<file path="config.mk">
export PLATFORM = sky130hd
export DESIGN_NAME = ranmar_seed_table_generator_flat
export DESIGN_NICKNAME = d
export VERILOG_FILES = /design/src/rstg_pkg.sv /design/src/rstg_if.sv /design/src/ranmar_seed_table_generator.sv /design/src/flat_wrapper.sv
export SDC_FILE = /design/constraint.sdc
export NUM_CORES = 1
export LEC_CHECK = 0
export BUFFER_PORTS_ARGS = -buffer_cell sky130_fd_sc_hd__buf_2
export CAP_MARGIN = 20
export CORE_AREA = 3 3 254 156
export DETAILED_ROUTE_END_ITERATION = 10
export DIE_AREA = 0 0 257 159
export MAX_ROUTING_LAYER = met4
export PLACE_DENSITY_LB_ADDON = 0.05
export SYNTH_ARGS = -nofsm -noshare
export SYNTH_HDL_FRONTEND = slang
export SYNTH_SLANG_ARGS = --single-unit
</file>
<file path="constraint.sdc">
create_clock -name clk -period 11.9 [get_ports clk]
set_clock_uncertainty 0.1 [all_clocks]
set_input_delay 0.595 -clock clk [delete_from_list [all_inputs] [get_ports clk]]
set_output_delay 0.595 -clock clk [all_outputs]
set_load 0.02 [all_outputs]
</file>
<file path="src/rstg_pkg.sv">
// Constants shared by the seed table generator, its channel interfaces and its checker.
// No dependencies: this file compiles first.
`timescale 1ns / 1ps
`default_nettype none

package rstg_pkg;

    // Field widths of the channels and registers.
    localparam int SEED_W  = 15;
    localparam int LAG_W   = 8;
    localparam int INDEX_W = 7;
    localparam int VALUE_W = 24;
    localparam int ADDR_W  = 3;
    localparam int DATA_W  = 32;

    // Shared multiplier: a 15-bit operand by a 9-bit operand.
    localparam int MULX_W = 15;
    localparam int MULY_W = 9;
    localparam int MULP_W = MULX_W + MULY_W;

    localparam logic [INDEX_W-1:0] TABLE_WORDS = 7'd97;

    // Moduli and the seed dividers.
    localparam logic [LAG_W-1:0] LAG_MOD   = 8'd179;
    localparam logic [LAG_W-1:0] CONG_MOD  = 8'd169;
    localparam logic [LAG_W-1:0] SEED1_DIV = 8'd177;
    localparam logic [LAG_W-1:0] SEED2_DIV = 8'd169;
    localparam logic [MULY_W-1:0] CONG_MUL = 9'd53;

    // Reciprocals floor(2^16 / m). The estimate they give is at most one
    // below the true quotient for every operand below 2^15.
    localparam int RECIP_SHIFT = 16;
    localparam logic [MULY_W-1:0] RECIP_179 = 9'd366;
    localparam logic [MULY_W-1:0] RECIP_177 = 9'd370;
    localparam logic [MULY_W-1:0] RECIP_169 = 9'd387;

    // Seed ranges, the fallback pair and the reset values.
    localparam logic [SEED_W-1:0] S1_MAX     = 15'd31328;
    localparam logic [SEED_W-1:0] S2_MAX     = 15'd30081;
    localparam logic [SEED_W-1:0] S1_DEFAULT = 15'd1231;
    localparam logic [SEED_W-1:0] S2_DEFAULT = 15'd7354;
    localparam logic [SEED_W-1:0] S1_RESET   = 15'd17985;
    localparam logic [SEED_W-1:0] S2_RESET   = 15'd21338;

    // Generator state loaded from the reset seeds.
    localparam logic [LAG_W-1:0] LAG_A_RESET = 8'd103;
    localparam logic [LAG_W-1:0] LAG_B_RESET = 8'd110;
    localparam logic [LAG_W-1:0] LAG_C_RESET = 8'd127;
    localparam logic [LAG_W-1:0] CONG_RESET  = 8'd44;

    // A product taken mod 64 is at least 32 exactly when bit 5 is set.
    localparam int OUT_BIT = 5;

    // Register indexes on the configuration port.
    localparam logic REG_FIRST_SEED  = 1'b0;
    localparam logic REG_SECOND_SEED = 1'b1;

    // Phases of one modular operation on the shared multiplier.
    localparam logic [1:0] PH_MUL = 2'd0;
    localparam logic [1:0] PH_QUO = 2'd1;
    localparam logic [1:0] PH_REM = 2'd2;

endpackage

`default_nettype wire

</file>
<file path="src/rstg_if.sv">
// Valid/ready channel interfaces of the seed table generator.
// Depends on rstg_pkg for the field widths.
`timescale 1ns / 1ps
`default_nettype none

interface rstg_cmd_if;
    logic valid;
    logic ready;
    logic restart;

    modport source (output valid, output restart, input ready);
    modport sink (input valid, input restart, output ready);
endinterface

interface rstg_res_if;
    logic                          valid;
    logic                          ready;
    logic [rstg_pkg::INDEX_W-1:0]  word_index;
    logic [rstg_pkg::VALUE_W-1:0]  word_value;
    logic                          last_word;

    modport source (output valid, output word_index, output word_value, output last_word,
                    input ready);
    modport sink (input valid, input word_index, input word_value, input last_word,
                  output ready);
endinterface

`default_nettype wire

</file>
<file path="src/ranmar_seed_table_generator.sv">
// Seed table generator for the Marsaglia-Zaman universal generator: sequencer and shared unit.
// Depends on rstg_pkg and on the channel interfaces in rstg_if.sv.
//
// Usage. Each beat on the cmd channel asks for the next word of the 97-word seed
// table and yields exactly one beat on the result channel carrying the word's
// position (1 to 97), the 24-bit fraction (first generated bit in the MSB) and a
// flag on word 97. After word 97 the position wraps to 1 and the generator runs on.
// A cmd beat with restart set first reloads the lagged values and the
// congruential value from the two seed registers and starts again at word 1.
// The seeds are written through the APB port (first_seed at 0x0, second_seed at
// 0x4); a new seed only takes effect at the next restart.
//
// Timing. All arithmetic runs through one 15x9 multiplier. Every modular product
// runs on it as a multiply, a reciprocal quotient and a remainder with one
// correction, and each generated bit takes two mod-179 products, one mod-169
// update and one product for the output bit. A word appears on the result
// channel once all its bits are generated, after the seed reload first when
// restart is set, and cmd is ready again in the same cycle. No new cmd beat is
// taken until the finished word has moved into the output register.
//
// The result sits in an output register, so the next cmd beat is taken while it
// waits; if the receiver still stalls when the following word is finished, the
// sequencer holds that word until the register frees. Reset loads the state from
// the reset seeds, clears the position and leaves both channels idle.
`timescale 1ns / 1ps
`default_nettype none

module ranmar_seed_table_generator #(
    parameter int WORD_BITS = 24
) (
    input  wire logic                          clk,
    input  wire logic                          rst_n,
    rstg_cmd_if.sink                           cmd,
    rstg_res_if.source                         result,
    input  wire logic                          psel,
    input  wire logic                          penable,
    input  wire logic                          pwrite,
    input  wire logic [rstg_pkg::ADDR_W-1:0]   paddr,
    input  wire logic [rstg_pkg::DATA_W-1:0]   pwdata,
    output logic      [rstg_pkg::DATA_W-1:0]   prdata,
    output logic                               pready
);

    localparam int CNT_W = (WORD_BITS > 1) ? $clog2(WORD_BITS) : 1;
    localparam int ALIGN = rstg_pkg::VALUE_W - WORD_BITS;

    // Sequencer states.
    localparam logic [2:0] ST_IDLE  = 3'd0;
    localparam logic [2:0] ST_LOAD1 = 3'd1;
    localparam logic [2:0] ST_LOAD2 = 3'd2;
    localparam logic [2:0] ST_AB    = 3'd3;
    localparam logic [2:0] ST_RC    = 3'd4;
    localparam logic [2:0] ST_CONG  = 3'd5;
    localparam logic [2:0] ST_BIT   = 3'd6;
    localparam logic [2:0] ST_DONE  = 3'd7;

    // Configuration registers.
    logic [rstg_pkg::SEED_W-1:0] first_seed_reg, first_seed_next;
    logic [rstg_pkg::SEED_W-1:0] second_seed_reg, second_seed_next;

    // Control and generator state.
    logic [2:0]                  state_reg, state_next;
    logic [1:0]                  phase_reg, phase_next;
    logic [CNT_W-1:0]            bit_cnt_reg, bit_cnt_next;
    logic [rstg_pkg::LAG_W-1:0]  lag_a_reg, lag_a_next;
    logic [rstg_pkg::LAG_W-1:0]  lag_b_reg, lag_b_next;
    logic [rstg_pkg::LAG_W-1:0]  lag_c_reg, lag_c_next;
    logic [rstg_pkg::LAG_W-1:0]  cong_reg, cong_next;
    logic [rstg_pkg::INDEX_W-1:0] words_done_reg, words_done_next;
    logic                        out_valid_reg, out_valid_next;

    // Datapath registers.
    logic [rstg_pkg::MULX_W-1:0] prod_reg, prod_next;
    logic [rstg_pkg::LAG_W-1:0]  quo_reg, quo_next;
    logic [rstg_pkg::LAG_W-1:0]  tmp_reg, tmp_next;
    logic [rstg_pkg::VALUE_W-1:0] word_reg, word_next;
    logic [rstg_pkg::INDEX_W-1:0] out_index_reg, out_index_next;
    logic [rstg_pkg::VALUE_W-1:0] out_value_reg, out_value_next;
    logic                        out_last_reg, out_last_next;

    // Combinational signals.
    logic                        cfg_wr;
    logic                        reg_sel;
    logic                        seeds_ok;
    logic [rstg_pkg::SEED_W-1:0] seed1_eff;
    logic [rstg_pkg::SEED_W-1:0] seed2_eff;
    logic [rstg_pkg::MULX_W-1:0] op_x;
    logic [rstg_pkg::MULY_W-1:0] op_y;
    logic                        op_add;
    logic [rstg_pkg::LAG_W-1:0]  modulus;
    logic [rstg_pkg::MULY_W-1:0] recip;
    logic [rstg_pkg::MULX_W-1:0] mul_x;
    logic [rstg_pkg::MULY_W-1:0] mul_y;
    logic [rstg_pkg::MULP_W-1:0] mul_p;
    logic [rstg_pkg::MULX_W-1:0] diff_full;
    logic [8:0]                  diff9;
    logic [8:0]                  rem9;
    logic                        fix;
    logic [rstg_pkg::LAG_W-1:0]  rem_val;
    logic [rstg_pkg::LAG_W-1:0]  quo_val;
    logic                        rem_done;
    logic                        cmd_fire;
    logic                        out_load;
    logic [rstg_pkg::INDEX_W-1:0] wd_base;
    logic [rstg_pkg::INDEX_W-1:0] pos;

    // ------------------------------------------------------------------
    // APB configuration port. Only the register-select address bit is
    // decoded, so every write lands in one of the two seed registers.
    // ------------------------------------------------------------------
    assign pready  = 1'b1;
    assign cfg_wr  = psel & penable & pwrite & pready;
    assign reg_sel = paddr[rstg_pkg::ADDR_W-1];

    always_comb
    begin
        first_seed_next  = first_seed_reg;
        second_seed_next = second_seed_reg;
        unique case (reg_sel)
            rstg_pkg::REG_FIRST_SEED:
            begin
                prdata = {{(rstg_pkg::DATA_W - rstg_pkg::SEED_W){1'b0}}, first_seed_reg};
                if (cfg_wr)
                begin
                    first_seed_next = pwdata[rstg_pkg::SEED_W-1:0];
                end
            end
            rstg_pkg::REG_SECOND_SEED:
            begin
                prdata = {{(rstg_pkg::DATA_W - rstg_pkg::SEED_W){1'b0}}, second_seed_reg};
                if (cfg_wr)
                begin
                    second_seed_next = pwdata[rstg_pkg::SEED_W-1:0];
                end
            end
        endcase
    end

    // An out-of-range seed in either register swaps in the fallback pair.
    assign seeds_ok  = (first_seed_reg <= rstg_pkg::S1_MAX) &&
                       (second_seed_reg <= rstg_pkg::S2_MAX);
    assign seed1_eff = seeds_ok ? first_seed_reg : rstg_pkg::S1_DEFAULT;
    assign seed2_eff = seeds_ok ? second_seed_reg : rstg_pkg::S2_DEFAULT;

    // ------------------------------------------------------------------
    // Operands of the current job. Loading divides a seed, which is the
    // same multiply-reduce sequence with the multiplier set to one.
    // ------------------------------------------------------------------
    always_comb
    begin
        op_x    = '0;
        op_y    = '0;
        op_add  = 1'b0;
        modulus = rstg_pkg::LAG_MOD;
        recip   = rstg_pkg::RECIP_179;
        unique case (state_reg)
            ST_LOAD1:
            begin
                op_x    = seed1_eff;
                op_y    = 9'd1;
                modulus = rstg_pkg::SEED1_DIV;
                recip   = rstg_pkg::RECIP_177;
            end
            ST_LOAD2:
            begin
                op_x    = seed2_eff;
                op_y    = 9'd1;
                modulus = rstg_pkg::SEED2_DIV;
                recip   = rstg_pkg::RECIP_169;
            end
            ST_AB:
            begin
                op_x = {7'd0, lag_a_reg};
                op_y = {1'b0, lag_b_reg};
            end
            ST_RC:
            begin
                op_x = {7'd0, tmp_reg};
                op_y = {1'b0, lag_c_reg};
            end
            ST_CONG:
            begin
                op_x    = {7'd0, cong_reg};
                op_y    = rstg_pkg::CONG_MUL;
                op_add  = 1'b1;
                modulus = rstg_pkg::CONG_MOD;
                recip   = rstg_pkg::RECIP_169;
            end
            ST_BIT:
            begin
                op_x = {7'd0, cong_reg};
                op_y = {1'b0, lag_c_reg};
            end
            ST_IDLE, ST_DONE:
            begin
                op_x = '0;
            end
        endcase
    end

    // ------------------------------------------------------------------
    // The shared multiplier. In the first phase it forms the product, in
    // the second the reciprocal quotient estimate, in the third the
    // quotient times the modulus, which is then taken off the product.
    // ------------------------------------------------------------------
    always_comb
    begin
        unique case (phase_reg)
            rstg_pkg::PH_MUL:
            begin
                mul_x = op_x;
                mul_y = op_y;
            end
            rstg_pkg::PH_QUO:
            begin
                mul_x = prod_reg;
                mul_y = recip;
            end
            rstg_pkg::PH_REM:
            begin
                mul_x = {7'd0, quo_reg};
                mul_y = {1'b0, modulus};
            end
            default:
            begin
                mul_x = '0;
                mul_y = '0;
            end
        endcase
    end

    assign mul_p = mul_x * mul_y;

    // The estimate is short by at most one, so the remainder is below twice
    // the modulus and one compare and subtract finishes it.
    assign diff_full = prod_reg - mul_p[rstg_pkg::MULX_W-1:0];
    assign diff9     = diff_full[8:0];
    assign fix       = diff9 >= {1'b0, modulus};
    assign rem9      = fix ? (diff9 - {1'b0, modulus}) : diff9;
    assign rem_val   = rem9[rstg_pkg::LAG_W-1:0];
    assign quo_val   = quo_reg + {7'd0, fix};

    // ------------------------------------------------------------------
    // Table position of the finished word.
    // ------------------------------------------------------------------
    assign wd_base = (words_done_reg >= rstg_pkg::TABLE_WORDS) ? '0 : words_done_reg;
    assign pos     = wd_base + 7'd1;

    assign cmd_fire  = cmd.valid & cmd.ready;
    assign cmd.ready = (state_reg == ST_IDLE);
    assign out_load  = (state_reg == ST_DONE) && (!out_valid_reg || result.ready);

    // ------------------------------------------------------------------
    // Sequencer.
    // ------------------------------------------------------------------
    always_comb
    begin
        state_next      = state_reg;
        phase_next      = phase_reg;
        bit_cnt_next    = bit_cnt_reg;
        lag_a_next      = lag_a_reg;
        lag_b_next      = lag_b_reg;
        lag_c_next      = lag_c_reg;
        cong_next       = cong_reg;
        words_done_next = words_done_reg;
        prod_next       = prod_reg;
        quo_next        = quo_reg;
        tmp_next        = tmp_reg;
        word_next       = word_reg;
        rem_done        = 1'b0;

        // Phase stepping for the jobs that run a full modular operation.
        if ((state_reg == ST_LOAD1) || (state_reg == ST_LOAD2) || (state_reg == ST_AB) ||
            (state_reg == ST_RC) || (state_reg == ST_CONG))
        begin
            unique case (phase_reg)
                rstg_pkg::PH_MUL:
                begin
                    prod_next  = mul_p[rstg_pkg::MULX_W-1:0] + {14'd0, op_add};
                    phase_next = rstg_pkg::PH_QUO;
                end
                rstg_pkg::PH_QUO:
                begin
                    quo_next   = mul_p[rstg_pkg::MULP_W-1:rstg_pkg::RECIP_SHIFT];
                    phase_next = rstg_pkg::PH_REM;
                end
                rstg_pkg::PH_REM:
                begin
                    rem_done   = 1'b1;
                    phase_next = rstg_pkg::PH_MUL;
                end
                default:
                begin
                    phase_next = rstg_pkg::PH_MUL;
                end
            endcase
        end

        unique case (state_reg)
            ST_IDLE:
            begin
                if (cmd_fire)
                begin
                    phase_next   = rstg_pkg::PH_MUL;
                    bit_cnt_next = '0;
                    state_next   = cmd.restart ? ST_LOAD1 : ST_AB;
                end
            end
            ST_LOAD1:
            begin
                if (rem_done)
                begin
                    lag_a_next = quo_val + 8'd2;
                    lag_b_next = rem_val + 8'd2;
                    state_next = ST_LOAD2;
                end
            end
            ST_LOAD2:
            begin
                if (rem_done)
                begin
                    lag_c_next      = quo_val + 8'd1;
                    cong_next       = rem_val;
                    words_done_next = '0;
                    state_next      = ST_AB;
                end
            end
            ST_AB:
            begin
                if (rem_done)
                begin
                    tmp_next   = rem_val;
                    state_next = ST_RC;
                end
            end
            ST_RC:
            begin
                if (rem_done)
                begin
                    lag_a_next = lag_b_reg;
                    lag_b_next = lag_c_reg;
                    lag_c_next = rem_val;
                    state_next = ST_CONG;
                end
            end
            ST_CONG:
            begin
                if (rem_done)
                begin
                    cong_next  = rem_val;
                    state_next = ST_BIT;
                end
            end
            ST_BIT:
            begin
                word_next    = {word_reg[rstg_pkg::VALUE_W-2:0], mul_p[rstg_pkg::OUT_BIT]};
                bit_cnt_next = bit_cnt_reg + CNT_W'(1);
                if (bit_cnt_reg == CNT_W'(WORD_BITS - 1))
                begin
                    state_next = ST_DONE;
                end
                else
                begin
                    state_next = ST_AB;
                end
            end
            ST_DONE:
            begin
                if (out_load)
                begin
                    words_done_next = (pos >= rstg_pkg::TABLE_WORDS) ? '0 : pos;
                    state_next      = ST_IDLE;
                end
            end
        endcase
    end

    // ------------------------------------------------------------------
    // Output register. Bits left of the generated ones are shifted out so
    // that the first bit lands in the MSB and the bits below the generated ones are zero.
    // ------------------------------------------------------------------
    always_comb
    begin
        out_valid_next = out_valid_reg;
        out_index_next = out_index_reg;
        out_value_next = out_value_reg;
        out_last_next  = out_last_reg;
        if (result.valid && result.ready)
        begin
            out_valid_next = 1'b0;
        end
        if (out_load)
        begin
            out_valid_next = 1'b1;
            out_index_next = pos;
            out_value_next = word_reg << ALIGN;
            out_last_next  = (pos == rstg_pkg::TABLE_WORDS);
        end
    end

    assign result.valid      = out_valid_reg;
    assign result.word_index = out_index_reg;
    assign result.word_value = out_value_reg;
    assign result.last_word  = out_last_reg;

    always_ff @(posedge clk or negedge rst_n)
    begin
        if (!rst_n)
        begin
            first_seed_reg  <= rstg_pkg::S1_RESET;
            second_seed_reg <= rstg_pkg::S2_RESET;
            state_reg       <= ST_IDLE;
            phase_reg       <= rstg_pkg::PH_MUL;
            bit_cnt_reg     <= '0;
            lag_a_reg       <= rstg_pkg::LAG_A_RESET;
            lag_b_reg       <= rstg_pkg::LAG_B_RESET;
            lag_c_reg       <= rstg_pkg::LAG_C_RESET;
            cong_reg        <= rstg_pkg::CONG_RESET;
            words_done_reg  <= '0;
            out_valid_reg   <= 1'b0;
        end
        else
        begin
            first_seed_reg  <= first_seed_next;
            second_seed_reg <= second_seed_next;
            state_reg       <= state_next;
            phase_reg       <= phase_next;
            bit_cnt_reg     <= bit_cnt_next;
            lag_a_reg       <= lag_a_next;
            lag_b_reg       <= lag_b_next;
            lag_c_reg       <= lag_c_next;
            cong_reg        <= cong_next;
            words_done_reg  <= words_done_next;
            out_valid_reg   <= out_valid_next;
        end
    end

    always_ff @(posedge clk)
    begin
        prod_reg      <= prod_next;
        quo_reg       <= quo_next;
        tmp_reg       <= tmp_next;
        word_reg      <= word_next;
        out_index_reg <= out_index_next;
        out_value_reg <= out_value_next;
        out_last_reg  <= out_last_next;
    end

endmodule

`default_nettype wire

</file>
<file path="src/flat_wrapper.sv">
// flat-port wrapper written by rule: the top's interface ports become plain ports
module ranmar_seed_table_generator_flat 
#(
    parameter int WORD_BITS = 24
)
  (clk, rst_n, psel, penable, pwrite, paddr, pwdata, prdata, pready, cmd_valid, cmd_restart, cmd_ready, result_valid, result_word_index, result_word_value, result_last_word, result_ready);
  rstg_cmd_if cmd_i ();
  rstg_res_if result_i ();
  input  wire logic clk;
  input  wire logic rst_n;
  input  wire logic psel;
  input  wire logic penable;
  input  wire logic pwrite;
  input  wire logic [rstg_pkg::ADDR_W-1:0] paddr;
  input  wire logic [rstg_pkg::DATA_W-1:0] pwdata;
  output logic      [rstg_pkg::DATA_W-1:0] prdata;
  output logic pready;
  input wire logic [$bits(cmd_i.valid)-1:0] cmd_valid;
  input wire logic [$bits(cmd_i.restart)-1:0] cmd_restart;
  output wire logic [$bits(cmd_i.ready)-1:0] cmd_ready;
  output wire logic [$bits(result_i.valid)-1:0] result_valid;
  output wire logic [$bits(result_i.word_index)-1:0] result_word_index;
  output wire logic [$bits(result_i.word_value)-1:0] result_word_value;
  output wire logic [$bits(result_i.last_word)-1:0] result_last_word;
  input wire logic [$bits(result_i.ready)-1:0] result_ready;
  assign cmd_i.valid = cmd_valid;
  assign cmd_i.restart = cmd_restart;
  assign cmd_ready = cmd_i.ready;
  assign result_valid = result_i.valid;
  assign result_word_index = result_i.word_index;
  assign result_word_value = result_i.word_value;
  assign result_last_word = result_i.last_word;
  assign result_i.ready = result_ready;
  ranmar_seed_table_generator #(.WORD_BITS(WORD_BITS)) u_core (.clk(clk), .rst_n(rst_n), .cmd(cmd_i), .result(result_i), .psel(psel), .penable(penable), .pwrite(pwrite), .paddr(paddr), .pwdata(pwdata), .prdata(prdata), .pready(pready));
endmodule
</file>
==> impl_results.md <==
- Synth area leaders: edfxtp_1 (20%), fa_1 (14%), dfrtp_1 (9.0%), dfstp_2 (6.7%), ha_1 (6.3%)
- Sequential area share after synthesis: between 30% and 40%
- # port buffers: between 70 and 80
- Fmax: approximately 110 MHz
- Nets: around 1.6k
- Average cell area after synthesis: 9.90 sq um
- Crit path max-delay family: adder cells
- Gates resized, CTS repair: 0
- Synth Instances: roughly 1.3k
- CTS tree: done
- Run status: completed
- Die span in x: between 200 and 300 um
- Final setup fails: 0
- Number of antenna diodes: 0
- Register area: 4660 sq um
- Worst-margin pin slew: ~0.97 ns
- Crit Path Class: reg -> reg
- GR Util met2: a little under a quarter
- Clk slew on worst S/H paths: 0.08 ns
- Most common cell after layout, fill and taps aside: nand2_1
- Initial antenna violation count: 1
- Met1 Track Usage GR: 33.8%
- Layout cells sized above 1: 16.5%
- Mapped Area: between 10,000 and 15,000 sq um
- Buffers & Inverters on Critical Path: 5
- Data required time of the critical path: ~12 ns
- Distinct cells, synth: 73
- Area of the core: about 38,000 sq um
- CP max stage cell: fa_1
- Most frequent cells in the layout: nand2_1 (150), inv_1 (138), fa_1 (94)
- Post-synthesis compound-gate area fraction: around an eighth
- CTS Sinks: 167
- RSZ-0062 raised after global routing: false
- Slew HR: a little over a third
- Crit Path Max Fanout: 10
- Synth Area in XOR/XNOR: 4.76%
- Die ar.: a little over 40,000 sq um
- Critical path launch point type: flip-flop
- Total Wirelength: about 39 mm
- Met3 global-route usage: under 10%
- H-tree Lvls: 4
- CTS Hold Bufs: 1
- First drt pass iteration count: 5
- Fillers: about 3.8k
- Wire per inst: 20.5 um
- Postcts setup bufs: 0
- Yosys reg bits: roughly 170
- Worst-Skew Late Latency: ~0.46 ns
- Vias in the first global route: 9,429
- Final Wtd Congestion: ~0.84
- Largest family of logic cells by synthesized area: adder cells
- Post-synth top area share: approximately a fifth
- Inserted Clock Buffers: 17
- Max incr delay on CP: between 0.6 and 0.7 ns
- Initial drt markers: roughly 660
- Routed vias/inst: 5.07
- Most used cell, CP: inv_1
- Adder-cell share of the synthesized area: 20.8%
- Initial Utilization: a little over a third
- Rows: 55
- CP Capture Type: flip-flop
- Fin crit period: 9.51 ns
- Setup_tns: 0 ns
- Via count: between 9k and 10k
- Boundary Pins: 110
- Synth warn: 0
- Simple-gate share of the synthesized area: between 10 and 15%
- Fin. max-slew vios: 0
- Multiplexer area fraction after synthesis: 5.35%
- DRC Markers: 0
- R2R setup slack: 2.39 ns
- Die Span Y: between 150 and 200 um
- Worst Hold Class: in -> reg
- Hpwl dp: ~31 mm
- Post-synth EDFFs: between 80 and 90
- Final hold violation count: 0
- Dominant cell type by area after synthesis: edfxtp_1
- Clk buf depth: 2
- Multi-input combinational cell area: between 7000 and 8000 sq um
- Top Usage Layer GRT: met1
- Clock root buffer: clkbuf_16
- Post-synth ARST share: approximately 48%
- Post-synth top flop: edfxtp_1
- Worst Path Arrival: between 9 and 10 ns
- Grt ovf: 0
- Post-DRT Antenna Nets: 0
- Layout area overhead: 12.2%
- Period utilisation layout: between 70% and 80%
- Largest net degree at the start of global routing: 59
- First-pass GRT wire length: between 60 and 70 mm
- Max-cap viol count: 0
- GRT Util Overall: ~20%
==> layout make-up <==
cell class	instances	share of cell area (%)
clock inverter	15	1.46
sequential	167	31.8
timing repair buffer	93	3.56
inverter	138	3.54
multi-input combinational	966	52.3
tap	513	4.39
clock buffer	17	2.91
==> per-stage QoR <==
| stage | cells | instance area (sq um) | hold slack [ns] | worst slack (ns) | utilization [%] |
|---|---|---|---|---|---|
| 6_report | 1909 | 14600 | 0.287 | 2.39 | 39.0 |
| 5_1_grt | 1909 | 14600 | 0.273 | 1.53 | 39.0 |
| 4_1_cts | 1909 | 14600 | 0.267 | 2.38 | 39.0 |
| 3_5_place_dp | 1876 | 14000 | 0.306 | 2.45 | 37.3 |
| 3_3_place_gp | 1875 | 14000 | 0.303 | 2.43 | 37.3 |
| 2_1_floorplan | 1332 | 13100 | 0.199 | 3.80 | - |
==> path summary, 6_finish.rpt <==
check                                         start                           end  cells after the start
min in group asynchronous                     rst_n      u_core.words_done_reg[5]                      2
min                                      pwdata[14]    u_core.second_seed_reg[14]                      2
max reg2reg                u_core.first_seed_reg[4]           u_core.lag_c_reg[7]                     36
max in group asynchronous                     rst_n           u_core.lag_b_reg[7]                      3
min reg2reg                     u_core.word_reg[23]  u_core.result.word_value[23]                      0
max                        u_core.first_seed_reg[4]           u_core.lag_c_reg[7]                     36
==> cell families (layout without fill, tap and decap cells) <==
group	count (synthesis)	in the layout
AOI/OAI and AO/OA	244	244
DFF	167	167
xor gates and xnor gates	70	70
adders and majority gates	160	160
muxes	63	63
other	2	18
and+or+nand+nor	411	411
buffers and inverters	199	263
==> synth_stat cells, types with 7 or more instances <==
library cell / n
ha_1: 66
clkbuf_1: 39
a221oi_1: 8
nand3_1: 24
xnor2_1: 46
o21ai_1: 16
or2_1: 7
a21o_1: 9
nor2_1: 87
nor3_1: 15
mux2i_1: 10
a21oi_1: 56
nor2b_1: 23
a31oi_1: 18
nand4_1: 10
and2_1: 19
and3_1: 16
dfstp_2: 33
o21ai_0: 61
buf_4: 18
or3_1: 9
fa_1: 94
xor2_1: 23
edfxtp_1: 87
inv_1: 138
nand2b_1: 29
nand2_1: 150
mux2_2: 53
dfrtp_1: 47
==> routing by layer <==
metal | vias up | wire length [um] | part of all wire [%]
li1 | 4597 | - | -
met1 | 4788 | 22000 | 56
met2 | 279 | 13700 | 35
met3 | 15 | 3230 | 8.2
met4 | 0 | 227 | 0.58
met5 | - | 0 | 0
Power is left out: the tool's default activity adds up to more than one toggle a clock period on the data nets, which glitch-free logic cannot reach.
